`src/design/s2c_pkg.sv`:
```
`default_nettype none

package s2c_pkg;

	localparam int CORDIC_STAGES = 30;
	localparam int STAGE_IDX_W = $clog2(CORDIC_STAGES);
	localparam int ROT_W = 33;

	localparam logic [24:0] DEG_90 = 25'd5898240;
	localparam logic [24:0] DEG_180 = 25'd11796480;
	localparam logic [24:0] DEG_270 = 25'd17694720;
	localparam logic [24:0] DEG_360 = 25'd23592960;

	localparam logic [63:0] DEG2RAD_Q40 = 64'd19190098069;
	localparam logic [16:0] D2R_HI = 17'(DEG2RAD_Q40 >> 18);
	localparam logic [17:0] D2R_LO = DEG2RAD_Q40[17:0];

	localparam logic signed [ROT_W-1:0] CORDIC_GAIN = 33'sd652032874;
	localparam logic [30:0] ONE_Q30 = 31'd1073741824;

	localparam logic [29:0] ATAN_TAB [10] = '{
		30'd843314857, 30'd497837829, 30'd263043837, 30'd133525159, 30'd67021687,
		30'd33543516, 30'd16775851, 30'd8388437, 30'd4194283, 30'd2097149
	};

	typedef enum logic [1:0] {
		QUAD_0 = 2'd0,
		QUAD_1 = 2'd1,
		QUAD_2 = 2'd2,
		QUAD_3 = 2'd3
	} quad_t;

	typedef struct packed {
		logic signed [ROT_W-1:0] x;
		logic signed [ROT_W-1:0] y;
		logic signed [ROT_W-1:0] z;
	} rot_t;

	typedef struct packed {
		quad_t ra_quad;
		quad_t dec_quad;
		logic [31:0] dist_q16;
		logic last;
	} side_t;

	typedef struct packed {
		logic signed [47:0] z;
		logic signed [47:0] y;
		logic signed [47:0] x;
		logic last;
	} res_t;

	function automatic logic signed [ROT_W-1:0] atan_q30(input logic [STAGE_IDX_W-1:0] i);
		logic signed [ROT_W-1:0] a;
		a = '0;
		if (int'(i) < 10) begin
			a = ROT_W'(ATAN_TAB[i[3:0]]);
		end else if (int'(i) <= 30) begin
			a = ROT_W'(64'd1 << (30 - int'(i)));
		end
		return a;
	endfunction

endpackage

`default_nettype wire

```
`src/design/s2c_outbuf.sv`:
```
`default_nettype none

module s2c_outbuf import s2c_pkg::*; (
	input  wire logic           clk,
	input  wire logic           arst_n,
	input  wire logic           in_vld,
	input  wire res_t           in_res,
	output logic                en,
	output logic                m_axis_tvalid,
	input  wire logic           m_axis_tready,
	output logic [143:0]        m_axis_tdata, // x_coord, y_coord, z_coord
	output logic                m_axis_tlast
);

	res_t out_q;
	res_t skid_q;
	logic out_vld_q;
	logic skid_vld_q;
	logic from_skid;
	logic load_out;
	logic load_skid;

	assign en        = !skid_vld_q;
	assign from_skid = skid_vld_q && m_axis_tready;
	assign load_out  = !skid_vld_q && in_vld && (!out_vld_q || m_axis_tready);
	assign load_skid = !skid_vld_q && in_vld && out_vld_q && !m_axis_tready;

	always_ff @(posedge clk or negedge arst_n) begin
		if (!arst_n) begin
			out_vld_q  <= 1'b0;
			skid_vld_q <= 1'b0;
		end else begin
			if (from_skid) begin
				skid_vld_q <= 1'b0;
			end else if (load_skid) begin
				skid_vld_q <= 1'b1;
			end
			if (load_out) begin
				out_vld_q <= 1'b1;
			end else if (!skid_vld_q && m_axis_tready) begin
				out_vld_q <= 1'b0;
			end
		end
	end

	always_ff @(posedge clk) begin
		if (from_skid) begin
			out_q <= skid_q;
		end else if (load_out) begin
			out_q <= in_res;
		end
		if (load_skid) begin
			skid_q <= in_res;
		end
	end

	assign m_axis_tvalid = out_vld_q;
	assign m_axis_tdata  = {out_q.z, out_q.y, out_q.x};
	assign m_axis_tlast  = out_q.last;

`ifndef SYNTHESIS
	a_skid_implies_out: assert property (@(posedge clk) disable iff (!arst_n)
		skid_vld_q |-> out_vld_q)
		else $error("skid word held with empty output register");
	a_stall_to_skid: assert property (@(posedge clk) disable iff (!arst_n)
		(in_vld && en && out_vld_q && !m_axis_tready) |=> skid_vld_q)
		else $error("pipeline word dropped on output stall");
	a_skid_drain: assert property (@(posedge clk) disable iff (!arst_n)
		(skid_vld_q && m_axis_tready) |=> (!skid_vld_q && out_vld_q))
		else $error("skid word not moved to output register");
`endif

endmodule

`default_nettype wire
```
`config.mk`:
```
export PLATFORM = sky130hd
export DESIGN_NAME = s2c_outbuf
export DESIGN_NICKNAME = d
export VERILOG_FILES = /design/src/design/s2c_pkg.sv /design/src/design/s2c_outbuf.sv
export SDC_FILE = /design/constraint.sdc
export NUM_CORES = 1
export LEC_CHECK = 0
export BUFFER_PORTS_ARGS = -buffer_cell sky130_fd_sc_hd__buf_2
export CAP_MARGIN = 0
export CELL_PAD_IN_SITES_DETAIL_PLACEMENT = 1
export CELL_PAD_IN_SITES_GLOBAL_PLACEMENT = 2
export CORE_MARGIN = 3
export CORE_UTILIZATION = 35
export DETAILED_ROUTE_END_ITERATION = 12
export GPL_ROUTABILITY_DRIVEN = 0
export PLACE_DENSITY_LB_ADDON = 0.12
export SETUP_SLACK_MARGIN = 0.4
export SYNTH_ARGS = -nofsm -noshare
export SYNTH_HDL_FRONTEND = slang
export SYNTH_SLANG_ARGS = --single-unit
```
`constraint.sdc`:
```
create_clock -name clk -period 14.4 [get_ports clk]
set_clock_uncertainty 0.05 [all_clocks]
set_input_delay 0 -clock clk [delete_from_list [all_inputs] [get_ports clk]]
set_output_delay 0 -clock clk [all_outputs]
set_load 0.02 [all_outputs]
```
==> results.md <==
- Status: finished clean
- Post-synth EDFFs: 290
- Ports: 296
- # resized after CTS: 0
- Setup Viol. Count Final: 0
- Crit share post-route: approximately a fifth
- Hold depth: 2
- Worst skew pair latency: about 0.50 ns
- Top FF cell, synth: edfxtp_1
- Chip Height: roughly 180 µm
- Measured slew at the worst slew-check pin: 1.16 ns
- Final wirelength: roughly 26000 µm
- CP cell instances: nor2_1 -> o22a_4 -> buf_4
- Layout Area Growth over Synthesis: 42.3%
- Maximum clock rate: between 0.3 and 0.4 GHz
- Largest net degree at the start of global routing: 146
- Total global routing overflow: 0
- CTS sink cnt: 292
- PD cells: between 100 and 150 nW/µm²
- Clock Tree Root: clkbuf_16
- Initial Util: 35.9%
- Syn Area/Cell: roughly 23 µm²
- Die area: around 33000 µm²
- Reg2Reg Depth: 3
- WHS Endpoint: skid_q[29]$_DFFE_PP_
- P_leak: 6.00 nW
- Setup TNS: 0 ns
- Synth top area share: approximately four fifths
- Worst Path Required: roughly 14 ns
- Sequential fraction of the synthesis area: a little over 80%
- Synth top area cells: edfxtp_1 (81%), mux2_2 (9.9%), mux2_4 (7.0%)
- RSZ-0062 raised after global routing: false
- Initial antenna violation count: 0
- First-pass GRT wire length: 39000 µm
- DP Area: approximately 13000 µm²
- Fillcell total: ~2.9k
- Post-synth top cells: edfxtp_1 (290), mux2_2 (95), mux2_4 (50), buf_2 (10), buf_6 (6)
- Max VDD drop: about 85 µV
- DP Cell Count: ~1.1k
- Cells after Synth: roughly 460
- DR pass1 iterations: 4
- # hold bufs at CTS: 150
- Drt first-iter violations: 343
- Synthesized net count: roughly 610
- Non-Filler Instances: between 1k and 1.5k
- Vias in the first global route: 6775
- Final net count: 1079
- Pins Over Slew Limit: 0
- Async SR Flop Fraction: less than 1%
- Drt wl/cell: roughly 19 µm
- Dpl hpwl: around 16000 µm
- Critical path type: register to register
- Cell Rows: 63
- Share of cells above drive strength 1: between 50% and 60%
- Fin. Hold Viols: 0
- CTS Buf Count: 34
- Critical Path End Type: register
- Relative slew slack: 22.8%
- CP max stage delay: slightly below 0.9 ns
- Number of synthesized register bits: approximately 300
- Worst min path class: input pin to register
- Reg-to-reg endpoint: m_axis_tdata[47]$_DFFE_PP_
- Vias: 6110
- DRC: 0
- Hold WS: about 0.18 ns
- Worst reg2reg path startpoint: skid_vld_q$_DFFE_PN0P_
- Reg-to-reg setup timing slack: 11.38 ns
- Tmin final: about 3.0 ns
- CTS tree: built
- Routed vias/inst: around 4.5
- Most common cell in the netlist: edfxtp_1
- Crit Path Max Fanout: between 70 and 80
- Design area: ~15000 µm²
- Startpoint types: register
- Core box area: 30000 µm²
- Maxcap violations: 0
- Slowest cell on crit path: buf_4
- Synth cell types: 14
- Postcts setup bufs: 0
- Hold Startpoint: in_res[29]
- Synth area leader: edfxtp_1
- Clock buffer depth: 3
- Aggregate global-route resource usage: roughly 15%
- Number of diodes: 0
- Syn. warnings: 0
- CTS H-tree depth: 2
- Cell Area, Synth: 10800 µm²
- Critical Path AT: between 3 and 4 ns
- Clock slew at reported path FFs: approximately 0.06 ns
- Final ANT Viol Nets: 0
- IO Port Bufs: approximately 300
- Die width: between 150 and 200 µm
==> through the flow <==
stage | setup slack [ns] | power [mW] | utilization [%]
global route | 11.13 | 2.22 | 51.1
detailed placement | 11.36 | 1.27 | 42.3
finish | 11.38 | 2.14 | 51.1
CTS | 11.35 | 2.17 | 51.1
floorplan | 4.85 | 1.18 | -
global placement | 11.41 | 1.26 | 42.3
==> worst max-delay path by stage <==
stage | to | start | cells past startpoint | slack [ns]
global placement | m_axis_tdata[11]$_DFFE_PP_ | skid_vld_q$_DFFE_PN0P_ | 3 | 11.41
detailed placement | m_axis_tdata[8]$_DFFE_PP_ | skid_vld_q$_DFFE_PN0P_ | 3 | 11.36
CTS | m_axis_tdata[47]$_DFFE_PP_ | skid_vld_q$_DFFE_PN0P_ | 3 | 11.35
floorplan | skid_q[0]$_DFFE_PP_ | skid_vld_q$_DFFE_PN0P_ | 2 | 4.85
finish | m_axis_tdata[47]$_DFFE_PP_ | skid_vld_q$_DFFE_PN0P_ | 3 | 11.38
global route | m_axis_tdata[67]$_DFFE_PP_ | skid_vld_q$_DFFE_PN0P_ | 3 | 11.13
==> sequential cells by signal, summed over array words and instances, names as in the netlist <==
| signal | flops |
|---|---|
| m_axis_tlast | 1 |
| skid_vld_q | 1 |
| m_axis_tvalid | 1 |
| m_axis_tdata | 144 |
| skid_q | 145 |
==> worst max-delay path, delay by kind of cell (launching register included) <==
family | cells | cell delay, ns
AOI/OAI and AO/OA | 1 | 0.81
DFF | 1 | 0.53
and+or+nand+nor | 1 | 0.19
buffers and inverters | 1 | 0.89
==> per-layer routing <==
| metal | share of wire (%) | wire length (µm) | up-vias | track usage, % |
|---|---|---|---|---|
| li1 | - | - | 2783 | - |
| met1 | 43 | 10900 | 3051 | 19.4 |
| met2 | 48 | 12300 | 232 | 25.0 |
| met3 | 7.0 | 1810 | 44 | 4.19 |
| met4 | 2.3 | 580 | 0 | 4.88 |
| met5 | 0 | 0 | - | 0 |
==> placed cells by master (no fill, tap or decap) <==
master	n
mux2_4	50
a21oi_1	1
nand2_8	1
nor4bb_4	1
nor2_1	2
o22a_4	1
clkinvlp_4	1
a22o_1	1
bufinv_16	4
clkbuf_16	37
nand2b_1	1
buf_4	2
edfxtp_1	290
clkbuf_1	6
inv_1	1
clkinv_2	5
buf_2	295
dfrtp_1	2
clkinv_1	7
mux2_2	95
buf_12	1
dlygate4sd3_1	150
==> area by class of cell <==
type	instances	area (µm²)	area share (%)
Timing Repair Buffer	448	3010	19.7
Tap cell	390	488	3.19
Clock inverter	17	179	1.17
Clock buffer	43	948	6.20
Sequential cell	292	8760	57.2
Multi-Input combinational cell	153	1910	12.5
Inverter	1	3.75	0.0245
==> logic make-up after synthesis <==
| logic type | after synthesis | share of synthesized area, % |
|---|---|---|
| AOI/OAI and AO/OA | 3 | 0.209 |
| buffers and inverters | 17 | 1.13 |
| DFF | 292 | 81.5 |
| muxes | 145 | 16.9 |
| and+or+nand+nor | 5 | 0.279 |
==> power breakdown <==
part | total, mW | internal (mW) | switching (mW)
sequential | 1.03 | 1.01 | 0.0188
combinational | 0.246 | 0.108 | 0.138
clock | 0.861 | 0.536 | 0.325
(Power assumes the default switching activity.)
