<file path="config.mk">
export PLATFORM = sky130hd
export DESIGN_NAME = s2c_prep
export DESIGN_NICKNAME = d
export VERILOG_FILES = /design/src/design/s2c_pkg.sv /design/src/design/s2c_prep.sv
export SDC_FILE = /design/constraint.sdc
export NUM_CORES = 2
export LEC_CHECK = 0
export BUFFER_PORTS_ARGS = -buffer_cell sky130_fd_sc_hd__clkbuf_2
export CAP_MARGIN = 5
export CORE_ASPECT_RATIO = 1.5
export CORE_MARGIN = 2
export CORE_UTILIZATION = 57
export DETAILED_ROUTE_END_ITERATION = 6
export PLACE_DENSITY = 0.79
export SKIP_LAST_GASP = 1
export SYNTH_ARGS = -nofsm -noshare
export SYNTH_HDL_FRONTEND = slang
export SYNTH_SLANG_ARGS = --single-unit
</file>
<file path="constraint.sdc">
create_clock -name clk -period 6.25 [get_ports clk]
set_input_delay 1.5625 -clock clk [delete_from_list [all_inputs] [get_ports clk]]
set_output_delay 1.5625 -clock clk [all_outputs]
set_load 0.01 [all_outputs]
</file>
<file path="src/design/s2c_pkg.sv">
`default_nettype none

package s2c_pkg;

	localparam int CORDIC_STAGES = 30;
	localparam int STAGE_IDX_W = $clog2(CORDIC_STAGES);
	localparam int ROT_W = 33;

	localparam logic [24:0] DEG_90 = 25'd5898240;
	localparam logic [24:0] DEG_180 = 25'd11796480;
	localparam logic [24:0] DEG_270 = 25'd17694720;
	localparam logic [24:0] DEG_360 = 25'd23592960;

	localparam logic [63:0] DEG2RAD_Q40 = 64'd19190098069;
	localparam logic [16:0] D2R_HI = 17'(DEG2RAD_Q40 >> 18);
	localparam logic [17:0] D2R_LO = DEG2RAD_Q40[17:0];

	localparam logic signed [ROT_W-1:0] CORDIC_GAIN = 33'sd652032874;
	localparam logic [30:0] ONE_Q30 = 31'd1073741824;

	localparam logic [29:0] ATAN_TAB [10] = '{
		30'd843314857, 30'd497837829, 30'd263043837, 30'd133525159, 30'd67021687,
		30'd33543516, 30'd16775851, 30'd8388437, 30'd4194283, 30'd2097149
	};

	typedef enum logic [1:0] {
		QUAD_0 = 2'd0,
		QUAD_1 = 2'd1,
		QUAD_2 = 2'd2,
		QUAD_3 = 2'd3
	} quad_t;

	typedef struct packed {
		logic signed [ROT_W-1:0] x;
		logic signed [ROT_W-1:0] y;
		logic signed [ROT_W-1:0] z;
	} rot_t;

	typedef struct packed {
		quad_t ra_quad;
		quad_t dec_quad;
		logic [31:0] dist_q16;
		logic last;
	} side_t;

	typedef struct packed {
		logic signed [47:0] z;
		logic signed [47:0] y;
		logic signed [47:0] x;
		logic last;
	} res_t;

	function automatic logic signed [ROT_W-1:0] atan_q30(input logic [STAGE_IDX_W-1:0] i);
		logic signed [ROT_W-1:0] a;
		a = '0;
		if (int'(i) < 10) begin
			a = ROT_W'(ATAN_TAB[i[3:0]]);
		end else if (int'(i) <= 30) begin
			a = ROT_W'(64'd1 << (30 - int'(i)));
		end
		return a;
	endfunction

endpackage

`default_nettype wire

</file>
<file path="src/design/s2c_prep.sv">
`default_nettype none

module s2c_prep import s2c_pkg::*; (
	input  wire logic               clk,
	input  wire logic               arst_n,
	input  wire logic               en,
	input  wire logic               in_vld,
	input  wire logic [24:0]        ra_angle,
	input  wire logic signed [23:0] dec_angle,
	input  wire logic [31:0]        distance,
	input  wire logic               last_in,
	output logic                    out_vld,
	output rot_t                    ra_rot,
	output rot_t                    dec_rot,
	output side_t                   side
);

	logic [24:0] ang_c [2];
	logic [24:0] dec_ext;
	logic [24:0] ang_s1 [2];
	logic [31:0] dist_s1;
	logic        last_s1;
	logic        vld_s1;

	quad_t       quad_c [2];
	logic [22:0] rem_c [2];
	quad_t       quad_s2 [2];
	logic [22:0] rem_s2 [2];
	logic [31:0] dist_s2;
	logic        last_s2;
	logic        vld_s2;

	logic [39:0] pp_hi_s3 [2];
	logic [40:0] pp_lo_s3 [2];
	quad_t       quad_s3 [2];
	logic [31:0] dist_s3;
	logic        last_s3;
	logic        vld_s3;

	logic [57:0] sum_c [2];
	logic [30:0] theta_s4 [2];
	quad_t       quad_s4 [2];
	logic [31:0] dist_s4;
	logic        last_s4;
	logic        vld_s4;

	// reduce both angles into [0, 360)
	always_comb begin
		dec_ext = {dec_angle[23], dec_angle};
		ang_c[0] = (ra_angle >= DEG_360) ? ra_angle - DEG_360 : ra_angle;
		ang_c[1] = dec_angle[23] ? dec_ext + DEG_360 : dec_ext;
	end

	always_comb begin
		for (int k = 0; k < 2; k++) begin
			if (ang_s1[k] >= DEG_270) begin
				quad_c[k] = QUAD_3;
				rem_c[k] = 23'(ang_s1[k] - DEG_270);
			end else if (ang_s1[k] >= DEG_180) begin
				quad_c[k] = QUAD_2;
				rem_c[k] = 23'(ang_s1[k] - DEG_180);
			end else if (ang_s1[k] >= DEG_90) begin
				quad_c[k] = QUAD_1;
				rem_c[k] = 23'(ang_s1[k] - DEG_90);
			end else begin
				quad_c[k] = QUAD_0;
				rem_c[k] = ang_s1[k][22:0];
			end
		end
	end

	always_comb begin
		for (int k = 0; k < 2; k++) begin
			sum_c[k] = {pp_hi_s3[k], 18'd0} + 58'(pp_lo_s3[k]) + 58'd33554432;
		end
	end

	always_ff @(posedge clk or negedge arst_n) begin
		if (!arst_n) begin
			vld_s1 <= 1'b0;
			vld_s2 <= 1'b0;
			vld_s3 <= 1'b0;
			vld_s4 <= 1'b0;
		end else if (en) begin
			vld_s1 <= in_vld;
			vld_s2 <= vld_s1;
			vld_s3 <= vld_s2;
			vld_s4 <= vld_s3;
		end
	end

	always_ff @(posedge clk) begin
		if (en) begin
			for (int k = 0; k < 2; k++) begin
				ang_s1[k]   <= ang_c[k];
				quad_s2[k]  <= quad_c[k];
				rem_s2[k]   <= rem_c[k];
				pp_hi_s3[k] <= 40'(rem_s2[k]) * 40'(D2R_HI);
				pp_lo_s3[k] <= 41'(rem_s2[k]) * 41'(D2R_LO);
				quad_s3[k]  <= quad_s2[k];
				theta_s4[k] <= sum_c[k][56:26];
				quad_s4[k]  <= quad_s3[k];
			end
			dist_s1 <= distance;
			last_s1 <= last_in;
			dist_s2 <= dist_s1;
			last_s2 <= last_s1;
			dist_s3 <= dist_s2;
			last_s3 <= last_s2;
			dist_s4 <= dist_s3;
			last_s4 <= last_s3;
		end
	end

	assign out_vld = vld_s4;

	always_comb begin
		ra_rot.x = CORDIC_GAIN;
		ra_rot.y = '0;
		ra_rot.z = ROT_W'(theta_s4[0]);
		dec_rot.x = CORDIC_GAIN;
		dec_rot.y = '0;
		dec_rot.z = ROT_W'(theta_s4[1]);
		side.ra_quad = quad_s4[0];
		side.dec_quad = quad_s4[1];
		side.dist_q16 = dist_s4;
		side.last = last_s4;
	end

endmodule

`default_nettype wire

</file>
==> metrics.cfg <==
[timing]
slew_viol_final=0
setup_violations=0
hold_viol=0
worst_pin_slew_ps=1011
rsz0062_at_grt=yes
skew_ps=36.23
post-route-min-period_ps=6196
period_share=0.9913
max_freq_ghz=0.1614
timing.slew.headroom=0.3185

[drt]
drc_errors=0
ant_nets=0
drt-vias-per-instance=5.303
vias=27879
postRouteWirelength_mm=101.3
drtIter0Drc=1194
wl_per_cell_um=19.27
first_pass_iters=7

[critical_path]
critPathMaxStageDelay_ps=540
crit_slowest_cell=fa_1
regToRegSetupSlack_ps=50
cpMostUsedCell=inv_2
crit_arrival_ps=6630
reg2reg_from=rem_s2[0][33]$_DFFE_PP_
rr_worst_depth=25
startpoint_type=flop
rr_endpoint=pp_lo_s3[0][76]$_DFFE_PP_
critPathMaxFanout=4
cp.required_ps=6680
path_buf_inv=9
crit_family=adder cells
crit_type=reg -> reg
crit_path_end_kind=flop

[cts]
cts.htree.levels=2
cts_hold_buf=0
cts.reportedPaths.clkPinSlew_ps=60
clock_sinks=420
numCtsBuffers=44
cts_root_buf=clkbuf_16
cts_tree=built
cts.path.max_buffers=3
clk_latency_ps=620

[synthesis]
ys_async_sr_fraction=0.009524
syn_area_mm2=0.04293
synth-seq-cells=420
yosysWarningCount=0
yosysSeqAreaShare=0.2933
synth_cell_types=73
syn_area_per_cell_um2=11.44
postSynthCellCount=3753
synth-edff-count=416
synth_ff_type=edfxtp_1

[floorplan]
die-height_um=340.1
die_w_um=228.1
std_cell_rows=123
die-area_mm2=0.07758
coreArea_mm2=0.07479
ios=322
start_util=0.5740

[cells_and_area]
nets=5534
syn_to_final_growth_pct=12.93
final_common_cell=inv_1
most-common-layout-cells=inv_1, ha_1, fa_1
fill_cells=5789
fin_cells=5257
regArea_mm2=0.01259
drive_gt1_frac=0.1487
multi_input_area_mm2=0.02677

[global_routing]
antenna_found_initial=0
grt_pass1_wl_mm=159.4
grt_max_degree=118
grt_overflow_total=0
grt_use_total=0.2688
grt_pass1_vias=30645

[placed_design]
place_congestion=1.010
dp.cells=5126
dp_hpwl_mm=85.13
port-buffer-count=185

[outcome]
outcome=finished clean

[min_path]
holdPathStages=0
worstHoldEndpoint=dist_s4[18]$_DFFE_PP_
hold_class=reg -> reg
hp-start=dist_s3[18]$_DFFE_PP_

[flow_run]
drv_cap=0

synthesized netlist by cell type (all sizes together), types with 3 or more instances:
cell     count  area (um2)
dfrtp        4       100.1
o22ai        4       25.02
a221oi       4       41.29
a31o         5       43.80
o31ai        3       41.29
xnor2      115        1007
nand3       41       205.2
mux2         5       56.30
edfxtp     416       12490
nor4        15       93.84
ha         705        8821
nor3b        9       67.56
clkbuf      11       41.29
o21ai       83       422.9
fa         521       10430
and3        21       131.4
buf        139        1039
nand2       96       360.4
a211oi      16       125.1
o21a        14       105.1
o211ai       7       52.55
xor2        69       604.3
o31a         3       26.28
a2111oi      8       88.84
o21bai      24       180.2
and4         8       70.07
a21o        87       653.1
nor3        22       115.1
nand2b      17       106.4
a21oi      124       624.4
o41ai        6       67.56
a22oi        3       22.52
or4          3       22.52
a211o        5       43.79
nand4       21       131.4
nor2        93       349.1
a21boi       4       30.03
nor2b       18       112.6
or3          7       43.79
inv        949        3562
o221ai       3       26.28
and2         5       31.28
a311oi       3       26.28
a31oi       15       93.84
kinds of logic after synthesis:
group                    share of synthesized area
adder cells (fa/ha/maj)                     0.4484
buffers and inverters                       0.1081
AO/OA/AOI/OAI                              0.06709
flip-flops                                  0.2933
AND/OR/NAND/NOR                            0.04407
XOR/XNOR                                   0.03754
multiplexers                              0.001311
other                                    0.0001749
per-stage QoR:
step | utilization | hold slack (ps) | setup slack, ps | instance area [um2] | setup TNS, ps
floorplan | - | 400.3 | 66.07 | 43440 | 0
global placement | 0.6165 | 400.5 | -100.5 | 46110 | -100.5
detailed placement | 0.6165 | 404.5 | -167.8 | 46110 | -512.6
CTS | 0.6368 | 415.0 | -29.87 | 47630 | -57.71
global route | 0.6482 | 422.3 | -160.1 | 48480 | -758.0
finish | 0.6482 | 416.5 | 54.18 | 48480 | 0
what timing repair did:
item / CTS / global route
cloned: 0 / 0
resized for setup: 22 / 116
setup endpoints to repair: 7 / 36
pin swaps: 16 / 81
buffers inserted: 8 / 42
worst max path at each step:
stage,cells after the start,slack (ps),end,start
floorplan,22,70,pp_hi_s3[0][34]$_DFFE_PP_,rem_s2[0][5]$_DFFE_PP_
global placement,23,-100,pp_hi_s3[0][34]$_DFFE_PP_,rem_s2[0][5]$_DFFE_PP_
detailed placement,23,-170,pp_hi_s3[0][73]$_DFFE_PP_,rem_s2[0][30]$_DFFE_PP_
CTS,22,-30,pp_hi_s3[0][73]$_DFFE_PP_,rem_s2[0][33]$_DFFE_PP_
global route,23,-160,pp_lo_s3[0][39]$_DFFE_PP_,rem_s2[0][10]$_DFFE_PP_
finish,25,50,pp_lo_s3[0][76]$_DFFE_PP_,rem_s2[0][33]$_DFFE_PP_
flip-flops by register name, summed over array words and instances (netlist names), 4 cells and up:
register / cells
quad_s3: 4
ang_s1: 50
theta_s4: 62
dist_s1: 32
dist_s4: 32
rem_s2: 46
dist_s2: 32
pp_hi_s3: 74
pp_lo_s3: 40
quad_s2: 4
quad_s4: 4
dist_s3: 32
cell type report:
cell class                 instances  share of cell area
tap                             1000             0.02581
multi-input combinational       2368              0.5521
inverter                         949             0.07360
antenna                            1          0.00005161
timing repair buffer             439             0.06018
clock buffer                      48             0.02302
sequential                       420              0.2597
clock inverter                    32            0.005523
metal layers:
layer	GRT usage	share of wire	wire [um]	vias up
li1	-	-	-	12966
met1	0.2604	0.33	33170	13638
met4	0.2070	0.095	9662	0
met5	0	0	0	-
met3	0.03033	0.037	3728	453
met2	0.5158	0.54	54720	822
Power is left out: the tool's default activity adds up to more than one toggle a clock period on the data nets, which glitch-free logic cannot reach.
